`src/text_console_scroll_buffer_assert.svh`:
```
// Assertion shorthands, clocked on clk and disabled while rst_n is low.
`ifndef TEXT_CONSOLE_SCROLL_BUFFER_ASSERT_SVH
`define TEXT_CONSOLE_SCROLL_BUFFER_ASSERT_SVH

// cond must hold at every edge
`define TCSB_CHECK(label, cond, msg) \
  label: assert property (@(posedge clk) disable iff (!rst_n) (cond)) else $error(msg);

// cons must hold at the next edge after ante
`define TCSB_CHECK_NEXT(label, ante, cons, msg) \
  label: assert property (@(posedge clk) disable iff (!rst_n) (ante) |=> (cons)) else $error(msg);

`endif

```
`src/tcsb_ram.sv`:
```
module tcsb_ram #(
  parameter int WIDTH = 8,
  parameter int DEPTH = 256,
  localparam int AW = (DEPTH > 1) ? $clog2(DEPTH) : 1
) (
  input  logic             clk,
  input  logic             we,
  input  logic             re,
  input  logic [AW-1:0]    addr,
  input  logic [WIDTH-1:0] wdata,
  output logic [WIDTH-1:0] rdata
);

  logic [WIDTH-1:0] mem [DEPTH];
  logic [WIDTH-1:0] rdata_r;

  always_ff @(posedge clk) begin
    if (we) begin
      mem[addr] <= wdata;
    end
    if (re) begin
      rdata_r <= mem[addr];
    end
  end

  assign rdata = rdata_r;

endmodule

```
`config.mk`:
```
export PLATFORM = sky130hd
export DESIGN_NAME = tcsb_ram
export DESIGN_NICKNAME = d
export VERILOG_FILES = /design/src/text_console_scroll_buffer_assert.svh /design/src/tcsb_ram.sv
export SDC_FILE = /design/constraint.sdc
export NUM_CORES = 2
export LEC_CHECK = 0
export BUFFER_PORTS_ARGS = -buffer_cell sky130_fd_sc_hd__clkbuf_2
export CAP_MARGIN = 20
export CORE_UTILIZATION = 67
export DETAILED_ROUTE_END_ITERATION = 7
export GPL_ROUTABILITY_DRIVEN = 0
export PLACE_DENSITY = 0.88
export SLEW_MARGIN = 20
export SYNTH_ARGS = -nofsm -noshare
export SYNTH_HDL_FRONTEND = slang
export SYNTH_SLANG_ARGS = --single-unit
```
`constraint.sdc`:
```
create_clock -name clk -period 5.6 [get_ports clk]
set_input_delay 0.56 -clock clk [delete_from_list [all_inputs] [get_ports clk]]
set_output_delay 0.56 -clock clk [all_outputs]
set_load 0.01 [all_outputs]
```
### After elaboration in Yosys (flattened, before gate mapping)

Memory sizes are Yosys's and may differ from the RTL's. A register that Yosys moved wholly into a read port is not among the register bits.
Cells that the tools add are included.

* register bits after elaboration: 0
* bits in writable memories: 2048
* bits of input ports: 19
* output and inout bits: 8
* logic and storage cells: 3
* memories kept: 1

Memory list
* mem: words 256, width 8, read ports 1, clocked after memory_dff 1, write ports 1, RTL line tcsb_ram.sv:14 `logic [WIDTH-1:0] mem [DEPTH];`

* muxes and demuxes: 2

Operators by type and width (number)
* 1-bit two-way mux: 2

### Depth between registers and ports, before layout

* word-level depth: 2
* gate-level depth with buffers: 10
* gate-level depth less buffers: 5

### Worst setup path after synthesis

No wires, ideal clock.

* path kind: input to register
* from: input port addr[1]
* to: memory mem[111][0] (enable)
* library setup time: 0.370 ns
* arrival: 2.409 ns
* required time: 5.230 ns
* path slack: 2.821 ns
* stages: 9
* buffers on the path: 5
* cells stage by stage: buf_2 -> clkbuf_1 -> clkbuf_1 -> nand2_1 -> buf_2 -> nor2_1 -> nand2_1 -> clkbuf_1 -> nor2_1

RTL lines
* start, declared: RTL line tcsb_ram.sv:9 `input logic [AW-1:0] addr,`
* end, declared: RTL line tcsb_ram.sv:14

No word-level cell before the write port.

==> results.sh <==
export IMPL_status="finished, final reports clean"
export IMPL_fillers=5604
export IMPL_synth_compound_area_share_pct=3.62
export IMPL_path_cells="buf_8 > buf_16 > buf_12 > mux4_2 > a22oi_1 > a21oi_1 > o41ai_1 > nand4_1"
export IMPL_synthAdderAreaFrac_pct=0
export IMPL_yosys_area_share_simple_pct=1.73
export IMPL_max_vdd_ir_drop_v=0.000332
export IMPL_synth_area_top_cells="edfxtp_1 (79%), mux4_2 (15%), a22oi_1 (2.4%)"
export IMPL_viasPerCell=7.71
export IMPL_crit_path_max_fanout=79
export IMPL_post_cts_resize_count=0
export IMPL_hpwl_um=112000
export IMPL_drv_slew=0
export IMPL_relSlewSlack_pct=15.0
export IMPL_insertion_delay_ns=0.83
export IMPL_required_ns=6.09
export IMPL_ant_nets=0
export IMPL_ios=27
export IMPL_yosys_warnings=0
export IMPL_track_usage_pct=36.9
export IMPL_setup_viol=0
export IMPL_drive_above_1_share_pct=24.7
export IMPL_synth_edf_count=2056
export IMPL_routed_wl_um=214000
export IMPL_grt_ovfl_total=0
export IMPL_worstHoldPathType="input pin to flop"
export IMPL_core_area_um2=116000
export IMPL_place_inst=4983
export IMPL_finalCriticalPeriod_ns=3.90
export IMPL_synth_flop_cell="edfxtp_1"
export IMPL_ys_top_cells_by_count="edfxtp_1 (2056), mux4_2 (512), a22oi_1 (256), nor2_1 (232), clkbuf_1 (145)"
export IMPL_grt_pass1_wl_um=303000
export IMPL_cap_violations=0
export IMPL_total_power_mw=31.4
export IMPL_post_cts_buffers=0
export IMPL_die_area_um2=119000
export IMPL_post_route_period_util_pct=69.6
export IMPL_endpoint_kind="flop"
export IMPL_drcViolationCount=0
export IMPL_numPortBuffers=26
export IMPL_syn_nets=3566
export IMPL_syn_avg_cell_area_um2=22.2
export IMPL_area_growth_pct=10.5
export IMPL_yosysTopAreaCellShare_pct=78.6
export IMPL_cts_num_sinks=2056
export IMPL_synth_seq_cells=2056
export IMPL_power_leakage_nw=26.4
export IMPL_dieHeight_um=344
export IMPL_cpPeakStageDelay_ns=1.13
export IMPL_start_util_pct=67.6
export IMPL_multiInputGateArea_um2=15800
export IMPL_final_cells=5331
export IMPL_regArea_um2=61700
export IMPL_syn_cell_area_um2=78600
export IMPL_std_cell_rows=125
export IMPL_async_flop_share_pct=0
export IMPL_first_pass_iters=8
export IMPL_powerDensity_nw_per_um2=362
export IMPL_cpMaxStageDelayCell="o41ai_1"
export IMPL_grt_max_degree=135
export IMPL_cts_tree="built"
export IMPL_num_vias=41100
export IMPL_cts_made_buffers=187
export IMPL_clk_pin_slew_ns=0.07
export IMPL_path_class="input pin to flop"
export IMPL_grt_pass1_vias=41800
export IMPL_antenna_found_initial=12
export IMPL_route_detailed_wl_per_inst_um=40.2
export IMPL_rsz0062_at_grt="false"
export IMPL_drt_iter0_markers=7504
export IMPL_ctsHoldBuffers=0
export IMPL_fin_tns_setup_ns=0
export IMPL_yosys_area_top_type="edfxtp_1"
export IMPL_clk_path_buf_depth=3
export IMPL_max_freq_ghz=0.257
export IMPL_worst_ep_arrival_time_ns=4.39
export IMPL_synth_most_common_cell="edfxtp_1"
export IMPL_worstMarginPinSlew_ns=1.26
export IMPL_nets=3668
export IMPL_synth_cells=3547
export IMPL_cts_root_buf="clkbuf_16"
export IMPL_path_delay_family="compound AO/OA/AOI/OAI gates"
export IMPL_cp_num_buf_inv=3
export IMPL_fin_skew_ns=0.0388
export IMPL_synth_top_family_by_area="multiplexers"
export IMPL_synth_xor_area_share_pct=0
export IMPL_dp_slack_ns=1.03
export IMPL_ys_seq_area_share_pct=78.6
export IMPL_h_tree_depth=4
export IMPL_die_x_um=344
export IMPL_hold_viol=0
export IMPL_startpoint_type="input pin"
export IMPL_synth_mux_area_share_pct=14.7
export IMPL_setup_slack_ns=1.70
export IMPL_ys_types=21
stage by stage:
stage / hold WS, ns / utilization [%] / area, µm²
after global placement: 0.987 / 69.4 / 80700
after floorplan: 0.659 / - / 78600
after detailed placement: 1.01 / 69.5 / 80700
after global routing: 0.230 / 74.7 / 86800
after CTS: 0.197 / 74.6 / 86700
final: 0.260 / 74.7 / 86800
power breakdown:
| part | switching (mW) | total (mW) | internal, mW |
|---|---|---|---|
| sequential | 0.0255 | 17.0 | 17.0 |
| clock | 5.80 | 13.0 | 7.16 |
| combinational | 0.968 | 1.44 | 0.476 |
| total | 6.79 | 31.4 | 24.6 |
worst register-to-register path, cell delays in order, from the launching register on:
cell      delay (ns)
edfxtp_1        0.43
mux4_2          0.54
a22oi_1         0.34
a21oi_1         0.19
o41ai_1         1.14
nand4_1         0.25
flip-flops by register name (all words and copies together) (netlist names):
signal	count
rdata	8
mem	2048
routing by layer:
metal	part of all wire, %	vias up	wire [µm]	global-route usage (%)
met1	31	20900	66900	47.9
met3	14	849	29500	9.64
met5	0.040	-	86	0
met2	49	4133	104000	58.7
li1	-	15300	-	-
met4	6.1	14	13100	19.0
kinds of logic (layout without fill, tap and decap cells):
group,after synthesis,after routing
simple gates,330,330
compound gates,416,416
flops,2056,2056
mux,512,512
buf+inv,233,486
other cells,0,7
cell type report:
| class | instances | share of cell area, % |
|---|---|---|
| diodes | 7 | 0.0202 |
| well taps | 1524 | 2.20 |
| multi-input cells | 1258 | 18.2 |
| flip-flops and latches | 2056 | 71.1 |
| clock inverters | 113 | 1.21 |
| clock buffers | 227 | 5.74 |
| repair buffers | 145 | 1.51 |
| inverters | 1 | 0.00432 |
placed cells by master (no fill, tap or decap), types with 26 or more instances in the layout:
cell / n
nand2_1: 28
clkinv_1: 36
a22oi_1: 256
mux4_2: 512
clkbuf_16: 194
clkinv_2: 41
a21oi_1: 128
o41ai_1: 32
buf_4: 104
edfxtp_1: 2056
nor3_1: 26
nor2_1: 231
clkbuf_1: 33
final timing paths:
path / startpoint / to / slack, ns / depth (start not counted)
worst min-delay path: re / rdata[1] / 0.26 / 1
worst max register to register: mem[111][6] / rdata[6] / 2.37 / 5
worst min register to register: mem[85][0] / rdata[0] / 1.14 / 5
worst max-delay path: addr[0] / rdata[6] / 1.70 / 8
Note: power is estimated with default switching activity, not from simulation.
