<file path="config.mk">
export PLATFORM = sky130hd
export DESIGN_NAME = tcsb_ctrl
export DESIGN_NICKNAME = d
export VERILOG_FILES = /design/src/tcsb_pkg.sv /design/src/tcsb_ctrl.sv
export VERILOG_INCLUDE_DIRS = /design/src /design/src/src
export SDC_FILE = /design/constraint.sdc
export NUM_CORES = 1
export LEC_CHECK = 0
export BUFFER_PORTS_ARGS = -buffer_cell sky130_fd_sc_hd__buf_2
export CELL_PAD_IN_SITES_DETAIL_PLACEMENT = 1
export CELL_PAD_IN_SITES_GLOBAL_PLACEMENT = 1
export CORE_MARGIN = 4
export CORE_UTILIZATION = 25
export DETAILED_ROUTE_END_ITERATION = 7
export PLACE_DENSITY_LB_ADDON = 0.1
export SLEW_MARGIN = 40
export SYNTH_ARGS = -nofsm -noshare
export SYNTH_HDL_FRONTEND = slang
export SYNTH_SLANG_ARGS = --single-unit
</file>
<file path="constraint.sdc">
create_clock -name clk -period 8.8 [get_ports clk]
set_input_delay 0.44 -clock clk [delete_from_list [all_inputs] [get_ports clk]]
set_output_delay 0.44 -clock clk [all_outputs]
set_load 0.01 [all_outputs]
</file>
<file path="src/text_console_scroll_buffer_assert.svh">
// Assertion shorthands, clocked on clk and disabled while rst_n is low.
`ifndef TEXT_CONSOLE_SCROLL_BUFFER_ASSERT_SVH
`define TEXT_CONSOLE_SCROLL_BUFFER_ASSERT_SVH

// cond must hold at every edge
`define TCSB_CHECK(label, cond, msg) \
  label: assert property (@(posedge clk) disable iff (!rst_n) (cond)) else $error(msg);

// cons must hold at the next edge after ante
`define TCSB_CHECK_NEXT(label, ante, cons, msg) \
  label: assert property (@(posedge clk) disable iff (!rst_n) (ante) |=> (cons)) else $error(msg);

`endif

</file>
<file path="src/tcsb_pkg.sv">
package tcsb_pkg;

  localparam int CHAR_W  = 8;
  localparam int COLOR_W = 2;
  localparam int CELL_W  = CHAR_W + COLOR_W;

  localparam logic CMD_PUT  = 1'b0;
  localparam logic CMD_READ = 1'b1;

  localparam logic [7:0] CH_NEWLINE   = 8'd10;
  localparam logic [7:0] CH_RETURN    = 8'd13;
  localparam logic [7:0] CH_BACKSPACE = 8'd8;

  // register select, paddr[2]
  localparam logic REG_VISIBLE_COLS = 1'b0;
  localparam logic REG_VISIBLE_ROWS = 1'b1;

  localparam logic [7:0] VIS_COLS_RST = 8'd80;
  localparam logic [8:0] VIS_ROWS_RST = 9'd32;

  typedef struct packed {
    logic       command;
    logic [7:0] char_code;
    logic [1:0] color_index;
    logic [7:0] read_row;
    logic [6:0] read_col;
  } in_word_t;

  typedef struct packed {
    logic [7:0] cell_char;
    logic [1:0] cell_color;
    logic [7:0] cursor_row;
    logic [7:0] cursor_col;
    logic [7:0] view_top;
    logic       scrolled;
  } out_word_t;

  typedef struct packed {
    logic      valid;
    out_word_t word;
  } res_stage_t;

endpackage

</file>
<file path="src/tcsb_ctrl.sv">
`include "text_console_scroll_buffer_assert.svh"

module tcsb_ctrl
  import tcsb_pkg::*;
#(
  parameter int ROWS = 256,
  parameter int COLS = 128,
  localparam int RW  = $clog2(ROWS),
  localparam int CAW = (COLS > 1) ? $clog2(COLS) : 1,
  localparam int CLW = $clog2(COLS + 1)
) (
  input  logic              clk,
  input  logic              rst_n,
  input  logic              accept,
  input  in_word_t          in_word,
  input  logic [7:0]        vis_cols,
  input  logic [8:0]        vis_rows,
  input  logic              s1_adv,
  output logic              cell_we,
  output logic              cell_re,
  output logic [RW+CAW-1:0] cell_addr,
  output logic [CELL_W-1:0] cell_wdata,
  input  logic [CELL_W-1:0] cell_rdata,
  output logic              len_we,
  output logic              len_re,
  output logic [RW-1:0]     len_addr,
  output logic [CLW-1:0]    len_wdata,
  input  logic [CLW-1:0]    len_rdata,
  output res_stage_t        res
);

  typedef enum logic [1:0] {LEN_ZERO, LEN_CUR, LEN_MEM} len_src_t;

  localparam logic [RW:0]     ROWS_X   = (RW + 1)'(ROWS);
  localparam logic [RW-1:0]   LAST_ROW = RW'(ROWS - 1);
  localparam logic [9:0]      COLS_C   = 10'(COLS);
  localparam int              RCW      = ((RW > 8) ? RW : 8) + 1;
  localparam logic [RCW-1:0]  ROWS_R   = RCW'(ROWS);
  localparam int              VW       = ((RW > 9) ? RW : 9) + 1;

  logic [RW-1:0]  ring_base_r, ring_base_nxt;
  logic [RW-1:0]  cur_row_r, cur_row_nxt;
  logic [CLW-1:0] cur_col_r, cur_col_nxt;
  logic [RW-1:0]  view_top_r, view_top_nxt;

  logic           s1_valid_r;
  out_word_t      s1_word_r, s1_word_nxt;
  len_src_t       s1_src_r, s1_src_nxt;
  logic [CLW-1:0] s1_len_r;
  logic [6:0]     s1_rcol_r;

  logic           is_put, is_read, wrap, open_row, put_char, bksp, scroll;
  logic [9:0]     vc_eff;
  logic [8:0]     vr_eff;
  logic [RW-1:0]  vt_dec;
  logic [VW-1:0]  row_ext, vt_lim, vt_fit;
  logic [CLW-1:0] col_base;
  logic [RW-1:0]  rrow_l, rd_phys, cur_phys, put_phys;
  logic [CAW-1:0] rcol_c;
  logic           in_range, col_ok;
  logic [CLW-1:0] len_sel;
  logic           hit;

  // logical to physical row through the ring base
  function automatic logic [RW-1:0] phys_of(logic [RW-1:0] base, logic [RW-1:0] lrow);
    logic [RW:0] s;
    s = {1'b0, base} + {1'b0, lrow};
    if (s >= ROWS_X) begin
      s = s - ROWS_X;
    end
    return s[RW-1:0];
  endfunction

  // command decode
  always_comb begin
    is_put   = accept && (in_word.command == CMD_PUT);
    is_read  = accept && (in_word.command == CMD_READ);
    vc_eff   = (vis_cols == '0 || 10'(vis_cols) > COLS_C) ? COLS_C : 10'(vis_cols);
    vr_eff   = (vis_rows == '0) ? 9'd1 : vis_rows;
    wrap     = 10'(cur_col_r) >= vc_eff;
    open_row = 1'b0;
    put_char = 1'b0;
    bksp     = 1'b0;
    if (is_put) begin
      case (in_word.char_code)
        CH_NEWLINE:   open_row = 1'b1;
        CH_RETURN:    open_row = 1'b0;
        CH_BACKSPACE: bksp = (cur_col_r != '0);
        default: begin
          open_row = wrap;
          put_char = 1'b1;
        end
      endcase
    end
  end

  // cursor, ring base and view top
  always_comb begin
    scroll        = open_row && (cur_row_r == LAST_ROW);
    ring_base_nxt = ring_base_r;
    cur_row_nxt   = cur_row_r;
    if (scroll) begin
      ring_base_nxt = (ring_base_r == LAST_ROW) ? '0 : ring_base_r + 1'b1;
    end else if (open_row) begin
      cur_row_nxt = cur_row_r + 1'b1;
    end
    vt_dec  = (scroll && view_top_r != '0) ? view_top_r - 1'b1 : view_top_r;
    row_ext = VW'(cur_row_nxt);
    vt_lim  = VW'(vt_dec) + VW'(vr_eff);
    vt_fit  = row_ext + VW'(1) - VW'(vr_eff);
    view_top_nxt = (open_row && row_ext >= vt_lim) ? vt_fit[RW-1:0] : vt_dec;

    col_base = open_row ? '0 : cur_col_r;
    if (put_char) begin
      cur_col_nxt = col_base + 1'b1;
    end else if (bksp) begin
      cur_col_nxt = cur_col_r - 1'b1;
    end else begin
      cur_col_nxt = col_base;
    end
  end

  // memory requests; the cursor row's length lives in cur_col_r and is
  // written back only when the cursor leaves the row
  always_comb begin
    rrow_l   = RW'(in_word.read_row);
    rcol_c   = CAW'(in_word.read_col);
    in_range = RCW'(in_word.read_row) < ROWS_R;
    col_ok   = 10'(in_word.read_col) < COLS_C;
    rd_phys  = phys_of(ring_base_r, rrow_l);
    cur_phys = phys_of(ring_base_r, cur_row_r);
    put_phys = phys_of(ring_base_nxt, cur_row_nxt);

    cell_we    = put_char;
    cell_re    = is_read;
    cell_addr  = is_read ? {rd_phys, rcol_c} : {put_phys, CAW'(col_base)};
    cell_wdata = {in_word.char_code, in_word.color_index};
    len_we     = open_row;
    len_re     = is_read;
    len_addr   = is_read ? rd_phys : cur_phys;
    len_wdata  = cur_col_r;

    // rows past the cursor were never opened and read as empty
    if (!is_read || !in_range || !col_ok) begin
      s1_src_nxt = LEN_ZERO;
    end else if (rrow_l == cur_row_r) begin
      s1_src_nxt = LEN_CUR;
    end else if (rrow_l < cur_row_r) begin
      s1_src_nxt = LEN_MEM;
    end else begin
      s1_src_nxt = LEN_ZERO;
    end

    s1_word_nxt            = '0;
    s1_word_nxt.cursor_row = 8'(cur_row_nxt);
    s1_word_nxt.cursor_col = 8'(cur_col_nxt);
    s1_word_nxt.view_top   = 8'(view_top_nxt);
    s1_word_nxt.scrolled   = scroll;
  end

  always_ff @(posedge clk) begin
    if (!rst_n) begin
      ring_base_r <= '0;
      cur_row_r   <= '0;
      cur_col_r   <= '0;
      view_top_r  <= '0;
      s1_valid_r  <= 1'b0;
    end else begin
      ring_base_r <= ring_base_nxt;
      cur_row_r   <= cur_row_nxt;
      cur_col_r   <= cur_col_nxt;
      view_top_r  <= view_top_nxt;
      if (accept) begin
        s1_valid_r <= 1'b1;
      end else if (s1_adv) begin
        s1_valid_r <= 1'b0;
      end
    end
  end

  always_ff @(posedge clk) begin
    if (accept) begin
      s1_word_r <= s1_word_nxt;
      s1_src_r  <= s1_src_nxt;
      s1_len_r  <= cur_col_r;
      s1_rcol_r <= in_word.read_col;
    end
  end

  // read stage: RAM data is valid now
  always_comb begin
    case (s1_src_r)
      LEN_CUR: len_sel = s1_len_r;
      LEN_MEM: len_sel = len_rdata;
      default: len_sel = '0;
    endcase
    hit       = 10'(s1_rcol_r) < 10'(len_sel);
    res.valid = s1_valid_r;
    res.word  = s1_word_r;
    if (hit) begin
      res.word.cell_char  = cell_rdata[CELL_W-1:COLOR_W];
      res.word.cell_color = cell_rdata[COLOR_W-1:0];
    end
  end

  `TCSB_CHECK(a_view_at_or_above_cursor, view_top_r <= cur_row_r, "view top below cursor row")
  `TCSB_CHECK(a_col_in_range, 10'(cur_col_r) <= COLS_C, "cursor column past COLS")
  `TCSB_CHECK_NEXT(a_scroll_holds_last_row, accept && scroll, cur_row_r == LAST_ROW && cur_col_r <= CLW'(1), "scroll left cursor off last row")
  `TCSB_CHECK_NEXT(a_read_keeps_state, is_read, $stable(cur_row_r) && $stable(cur_col_r) && $stable(ring_base_r) && $stable(view_top_r), "read changed cursor state")

endmodule

</file>
== After elaboration in Yosys (flattened, before gate mapping) ==
Cells that the tools add are included.

* Shift-type cells: 0
* Equality and inequality tests: 8
* Reductions and logical operators: 14
* Magnitude comparators: 8
* Multipliers: 0
* Add/sub/neg operators: 14
* Muxes and demuxes: 28
* Div/mod/pow operators: 0
* Bitwise gates (word level): 2

{| class="wikitable"
|+ Operators by type and width
! cell !! count
|-
| $mux W8 || 14
|-
| $sub A8 B1 Y8 const B || 5
|-
| $add A8 B1 Y8 const B || 4
|-
| $add A8 B8 Y9 || 3
|-
| $ge A9 B9 Y1 const B || 3
|-
| $eq A8 B4 Y1 const B || 3
|-
| $eq A8 B8 Y1 const B || 2
|-
| $pmux W8 S2 || 1
|-
| $reduce_bool A8 Y1 || 2
|-
| $mux W15 || 1
|-
| $add A8 B9 Y10 || 1
|-
| $ge A8 B10 Y1 || 1
|-
| $mux W10 || 1
|-
| $logic_not A9 Y1 || 1
|-
| $mux W9 || 1
|-
| $eq A8 B8 Y1 || 1
|-
| $ge A8 B8 Y1 || 1
|-
| $gt A8 B8 Y1 const B || 1
|-
| $logic_not A8 Y1 || 1
|-
| $lt A7 B8 Y1 || 1
|-
| $lt A8 B8 Y1 || 1
|-
| $mux W1 || 8
|-
| $sub A8 B8 Y8 || 1
|-
| $logic_and A1 B1 Y1 || 5
|-
| other kinds (9) || 11
|}

* Output and inout port bits: 81
* Register bits after elaboration: 75
* RAM bits: 0
* Memories: 0
* Word-level logic and storage cells: 87
* ROM bits: 0
* Bits in latches: 0
* Input bits: 65

== Logic depth before layout (Yosys ltp) ==
* Word-level depth: 13
* Gate-level depth with buffers: 24
* Mapped depth without buffers: 24

== Worst setup path before layout ==
Ideal clock, no wire load.

* Kind: input port to flip-flop
* Start point: input vis_cols[3]
* End point: register s1_word_r (netlist bit res[1]), data pin
* Library setup time: 0.254 ns
* Required time: 8.546 ns
* Buffers on the path: 1
* Data arrival time: 4.691 ns
* Stages on the path: 23
* Slack: 3.855 ns
* Cell sequence: nor4_1 -> a21oi_1 -> ha_1 -> o21ai_0 -> nor2_1 -> nor3_1 -> a21o_2 -> inv_2 -> buf_6 -> a21o_1 -> and2_1 -> ha_1 -> a211oi_1 -> o21bai_1 -> a21oi_1 -> o21bai_1 -> a21oi_1 -> xor2_1 -> ha_1 -> or3_1 -> o211ai_1 -> nor2_1 -> o21a_1

* Cells in the longest elaborated chain, start to end: 13
* Elaborated cells on any way between the ends: 18
* Those cells by class: 3 x add/sub; 3 x order compare; 7 x mux; 5 x reduce/logical

{| class="wikitable"
|+ Ends and longest elaborated chain
! what !! line !! source
|-
| start: declaration || tcsb_ctrl.sv:16 || <nowiki>input logic [7:0] vis_cols,</nowiki>
|-
| $gt A8 B8 Y1 or $logic_not A8 Y1 (tied branches) || tcsb_ctrl.sv:78 || <nowiki>vc_eff = (vis_cols == '0 || 10'(vis_cols) > COLS_C) ? COLS_C : 10'(vis_cols);</nowiki>
|-
| $logic_or A1 B1 Y1 || tcsb_ctrl.sv:78 ||
|-
| $mux W8 * || tcsb_ctrl.sv:78 ||
|-
| $ge A8 B8 Y1 * || tcsb_ctrl.sv:80 || <nowiki>wrap = 10'(cur_col_r) >= vc_eff;</nowiki>
|-
| $pmux W1 S2 * || tcsb_ctrl.sv:85 || <nowiki>case (in_word.char_code)</nowiki>
|-
| $mux W1 * || tcsb_ctrl.sv:84 || <nowiki>if (is_put) begin</nowiki>
|-
| $logic_and A1 B1 Y1 * || tcsb_ctrl.sv:99 || <nowiki>scroll = open_row && (cur_row_r == LAST_ROW);</nowiki>
|-
| net scroll || tcsb_ctrl.sv:52 || <nowiki>logic is_put, is_read, wrap, open_row, put_char, bksp, scroll;</nowiki>
|-
| $logic_and A1 B1 Y1 || tcsb_ctrl.sv:107 || <nowiki>vt_dec = (scroll && view_top_r != '0) ? view_top_r - 1'b1 : view_top_r;</nowiki>
|-
| $mux W8 || tcsb_ctrl.sv:107 ||
|-
| $add A8 B9 Y10 || tcsb_ctrl.sv:109 || <nowiki>vt_lim = VW'(vt_dec) + VW'(vr_eff);</nowiki>
|-
| $ge A8 B10 Y1 || tcsb_ctrl.sv:111 || <nowiki>view_top_nxt = (open_row && row_ext >= vt_lim) ? vt_fit[RW-1:0] : vt_dec;</nowiki>
|-
| $logic_and A1 B1 Y1 || tcsb_ctrl.sv:111 ||
|-
| $mux W8 * || tcsb_ctrl.sv:111 ||
|-
| net view_top_nxt[0] || tcsb_ctrl.sv:44 || <nowiki>logic [RW-1:0] view_top_r, view_top_nxt;</nowiki>
|-
| end signal: assignment || tcsb_ctrl.sv:183 || <nowiki>s1_word_r <= s1_word_nxt;</nowiki>
|-
| end: declaration || tcsb_ctrl.sv:47 || <nowiki>out_word_t s1_word_r, s1_word_nxt;</nowiki>
|}

The timed path passes the listed nets; every way through them passes the cells marked *.
A chain may end at the register's enable or synchronous reset.

== Worst setup path after layout ==
* Start point: register cur_col_r[0] (netlist: len_wdata[0])
* End point: register s1_word_r (netlist bit res[1]), data pin

* Cells in the longest elaborated chain, start to end: 10
* Elaborated cells on any way between the ends: 14
* Those cells by class: 3 x add/sub; 2 x order compare; 6 x mux; 3 x reduce/logical

{| class="wikitable"
|+ Ends and longest elaborated chain
! what !! line !! source
|-
| start: declaration || tcsb_ctrl.sv:43 || <nowiki>logic [CLW-1:0] cur_col_r, cur_col_nxt;</nowiki>
|-
| start signal: assignment || tcsb_ctrl.sv:171 || <nowiki>cur_col_r <= cur_col_nxt;</nowiki>
|-
| $ge A8 B8 Y1 * || tcsb_ctrl.sv:80 ||
|-
| $pmux W1 S2 * || tcsb_ctrl.sv:85 ||
|-
| $mux W1 * || tcsb_ctrl.sv:84 ||
|-
| $logic_and A1 B1 Y1 || tcsb_ctrl.sv:99 ||
|-
| $logic_and A1 B1 Y1 || tcsb_ctrl.sv:107 ||
|-
| $mux W8 || tcsb_ctrl.sv:107 ||
|-
| $add A8 B9 Y10 || tcsb_ctrl.sv:109 ||
|-
| $ge A8 B10 Y1 || tcsb_ctrl.sv:111 ||
|-
| $logic_and A1 B1 Y1 || tcsb_ctrl.sv:111 ||
|-
| $mux W8 * || tcsb_ctrl.sv:111 ||
|-
| net view_top_nxt[0] || tcsb_ctrl.sv:44 ||
|}

Marked as above.

==> impl_metrics.yaml <==
clock_tree:
  path_clk_slew_ns: 0.06
  cts_inserted_buffers: 9
  clk_latency_ns: 0.34
  cts_sinks: 75
  cts_setup_buffers: 0
  cts.path.max_buffers: 2
  ctsResizeCount: 0
  cts_tree: "yes"
  hold_buffers: 0
  clockRootBuffer: "clkbuf_16"
  h-tree-depth: 3
global_routing:
  grt_pass1_wl_mm: 34.5
  overflow: 0
  track_usage_pct: 15.6
  antenna_found_initial: 0
  grt_pass1_vias: 6129
  grt_max_degree: 46
synth:
  synth_area_per_cell_sq_um: 8.74
  ys_types: 69
  synth_async_sr_flop_share_pct: 0
  netlist_instances: 716
  ys_seq_elements: 75
  synth.most_common_cell: "ha_1"
  yosys_warnings: 0
  synth_top_area_share_pct: 20.2
  ys.flop_type: "edfxtp_1"
  yosysSeqAreaShare_pct: 30.7
  syn_nets: 867
  syn_area_sq_um: 6260
  yosysTopAreaCell: "edfxtp_1"
  synth_area_leaders: "edfxtp_1, ha_1, dfxtp_1"
  synth-edff-count: 42
  yosys-top-cells-count: "ha_1, nor2_1, nand2_1, inv_1, edfxtp_1"
timing:
  fin_setup_tns_ns: 0
  setup_viol: 0
  max_clock_freq_mhz: 170
  maxSlewViolCount: 0
  slew_headroom_pct: 45.5
  hold_viol_final: 0
  tightest_slew_ns: 0.817
  timing.hold.ws_ns: 0.296
  fin_crit_ns: 5.87
  fin_skew_ns: 0.00982
  setup_slack_ns: 2.93
  finalCritPeriodShare_pct: 66.8
  rsz0062_at_grt: "false"
floorplan:
  rows: 57
  start_util_pct: 25.6
  core_sq_um: 24500
  io_pins: 146
  die_h_microns: 166
  design.die.area_sq_um: 27600
  die_w_microns: 166
placement:
  dp.cells: 1149
  place_hpwl_mm: 17.6
  portBuffers: 141
  dp_slack_ns: 2.52
  gp_congestion: 0.835
hold_path:
  hold_class: "in2reg"
  hp-start: "in_word[4]"
detailed_routing:
  drt-initial-drc-count: 186
  wl_mm: 21.8
  via_per_inst: 4.94
  ant_nets: 0
  drc: 0
  detail_route.first_pass.iterations: 4
  vias: 5759
  wl_per_cell_microns: 18.7
setup_path:
  endpoint_kind: "flop"
  start_kind: "flop"
  startpoint: "len_wdata[0]"
  worstPathRequired_ns: 8.89
  crit_type: "reg2reg"
  r2r-start: "len_wdata[0]"
  worstPathArrival_ns: 5.96
  cp_max_fo: 15
layout:
  area_growth_pct: 19.7
  diodes: 0
  nets: 987
  layout.cells.non_filler: 1165
  layout-drive-gt1-share_pct: 21.8
pwr:
  peakVddDrop_mv: 0.0685
  power.density_nw_per_um2: 118
  p_leak_uw: 0.00355
  p_total_uw: 886
run:
  cap_viol_max_count: 0
run_status:
  status: "finished, final reports clean"
## per-stage QoR
step	area [sq um]	util, %
after CTS	7490	30.6
after global placement	7200	29.4
after floorplan	6260	-
after global routing	7490	30.6
after detailed placement	7200	29.4
final	7490	30.6
## power by group
part	leakage (uW)	switching [uW]	internal (uW)
Combinational	0.00272	80.8	53.0
Clock	0.000141	147	221
Sequential	0.000694	4.82	380
## sequential cells by signal, summed over array words and instances, names as in the netlist
| name | count |
|---|---|
| s1_len_r | 8 |
| res | 25 |
| cur_row_r | 8 |
| ring_base_r | 8 |
| len_wdata | 8 |
| s1_src_r | 2 |
| view_top_r | 8 |
| s1_valid_r | 1 |
| s1_rcol_r | 7 |
## final cells by class
class / count / area (sq um)
tap: 324 / 405
inverter: 51 / 191
clock inverter: 4 / 52.6
timing repair buffer: 145 / 736
sequential: 75 / 1920
fill: 2935 / 17000
multi-input combinational: 554 / 3950
clock buffer: 12 / 236
## per-layer routing
metal	up-vias	routed length (microns)	GRT usage, %	share of wire (%)
li1	2814	-	-	-
met1	2794	9560	19.1	44
met2	133	11200	28.7	51
met3	18	816	2.71	3.7
met4	0	289	3.27	1.3
met5	-	0	0	0
## cells in the final DEF (no fill, tap or decap), drive strengths merged, types with 5 or more instances in the layout
| cell | n |
|---|---|
| buf | 145 |
| ha | 81 |
| nor2 | 61 |
| nand2 | 57 |
| inv | 51 |
| edfxtp | 42 |
| a21oi | 40 |
| dfxtp | 33 |
| o21ai | 31 |
| xnor2 | 27 |
| nor3 | 27 |
| nand3 | 24 |
| and2 | 22 |
| a21o | 19 |
| a211oi | 14 |
| xor2 | 13 |
| nand2b | 12 |
| clkbuf | 12 |
| or2 | 10 |
| a22oi | 8 |
| nand4 | 7 |
| nor4 | 7 |
| nor2b | 7 |
| or3 | 6 |
| and3 | 6 |
| o211ai | 6 |
| o21a | 6 |
| mux2i | 5 |
| fa | 5 |
## critical path: stages, from the launching register on
cell and delay [ns]:
dfxtp_1 0.43, inv_1 0.17, ha_1 0.32, nor2_1 0.09, a21oi_1 0.09, o31ai_1 0.60
a21o_2 0.32, inv_2 0.15, and4b_1 0.22, xnor2_1 0.32, inv_1 0.11, ha_1 0.34
o21ai_0 0.09, o21bai_1 0.08, a21oi_1 0.28, o21bai_1 0.09, a21oi_1 0.18, xor2_1 0.10
ha_1 0.20, or3_1 0.40, o211ai_1 0.52, nor2_1 0.25, o21a_1 0.25
## final timing paths
path,endpoint,slack [ns],cells past startpoint
min reg2reg,s1_valid_r,0.50,2
max reg2reg,res[1],2.93,22
min,s1_rcol_r[4],0.30,1
max,res[1],2.93,22
## kinds of logic after synthesis
group                    Yosys count  share of synthesized area (%)
adder cells (fa/ha/maj)           86                           17.8
AO/OA/AOI/OAI                    159                           17.1
buffers and inverters             87                           6.30
multiplexers                       9                           1.58
XOR/XNOR                          40                           5.60
AND/OR/NAND/NOR                  260                           21.0
flip-flops                        75                           30.7
Power figures use the tool's default switching activity.
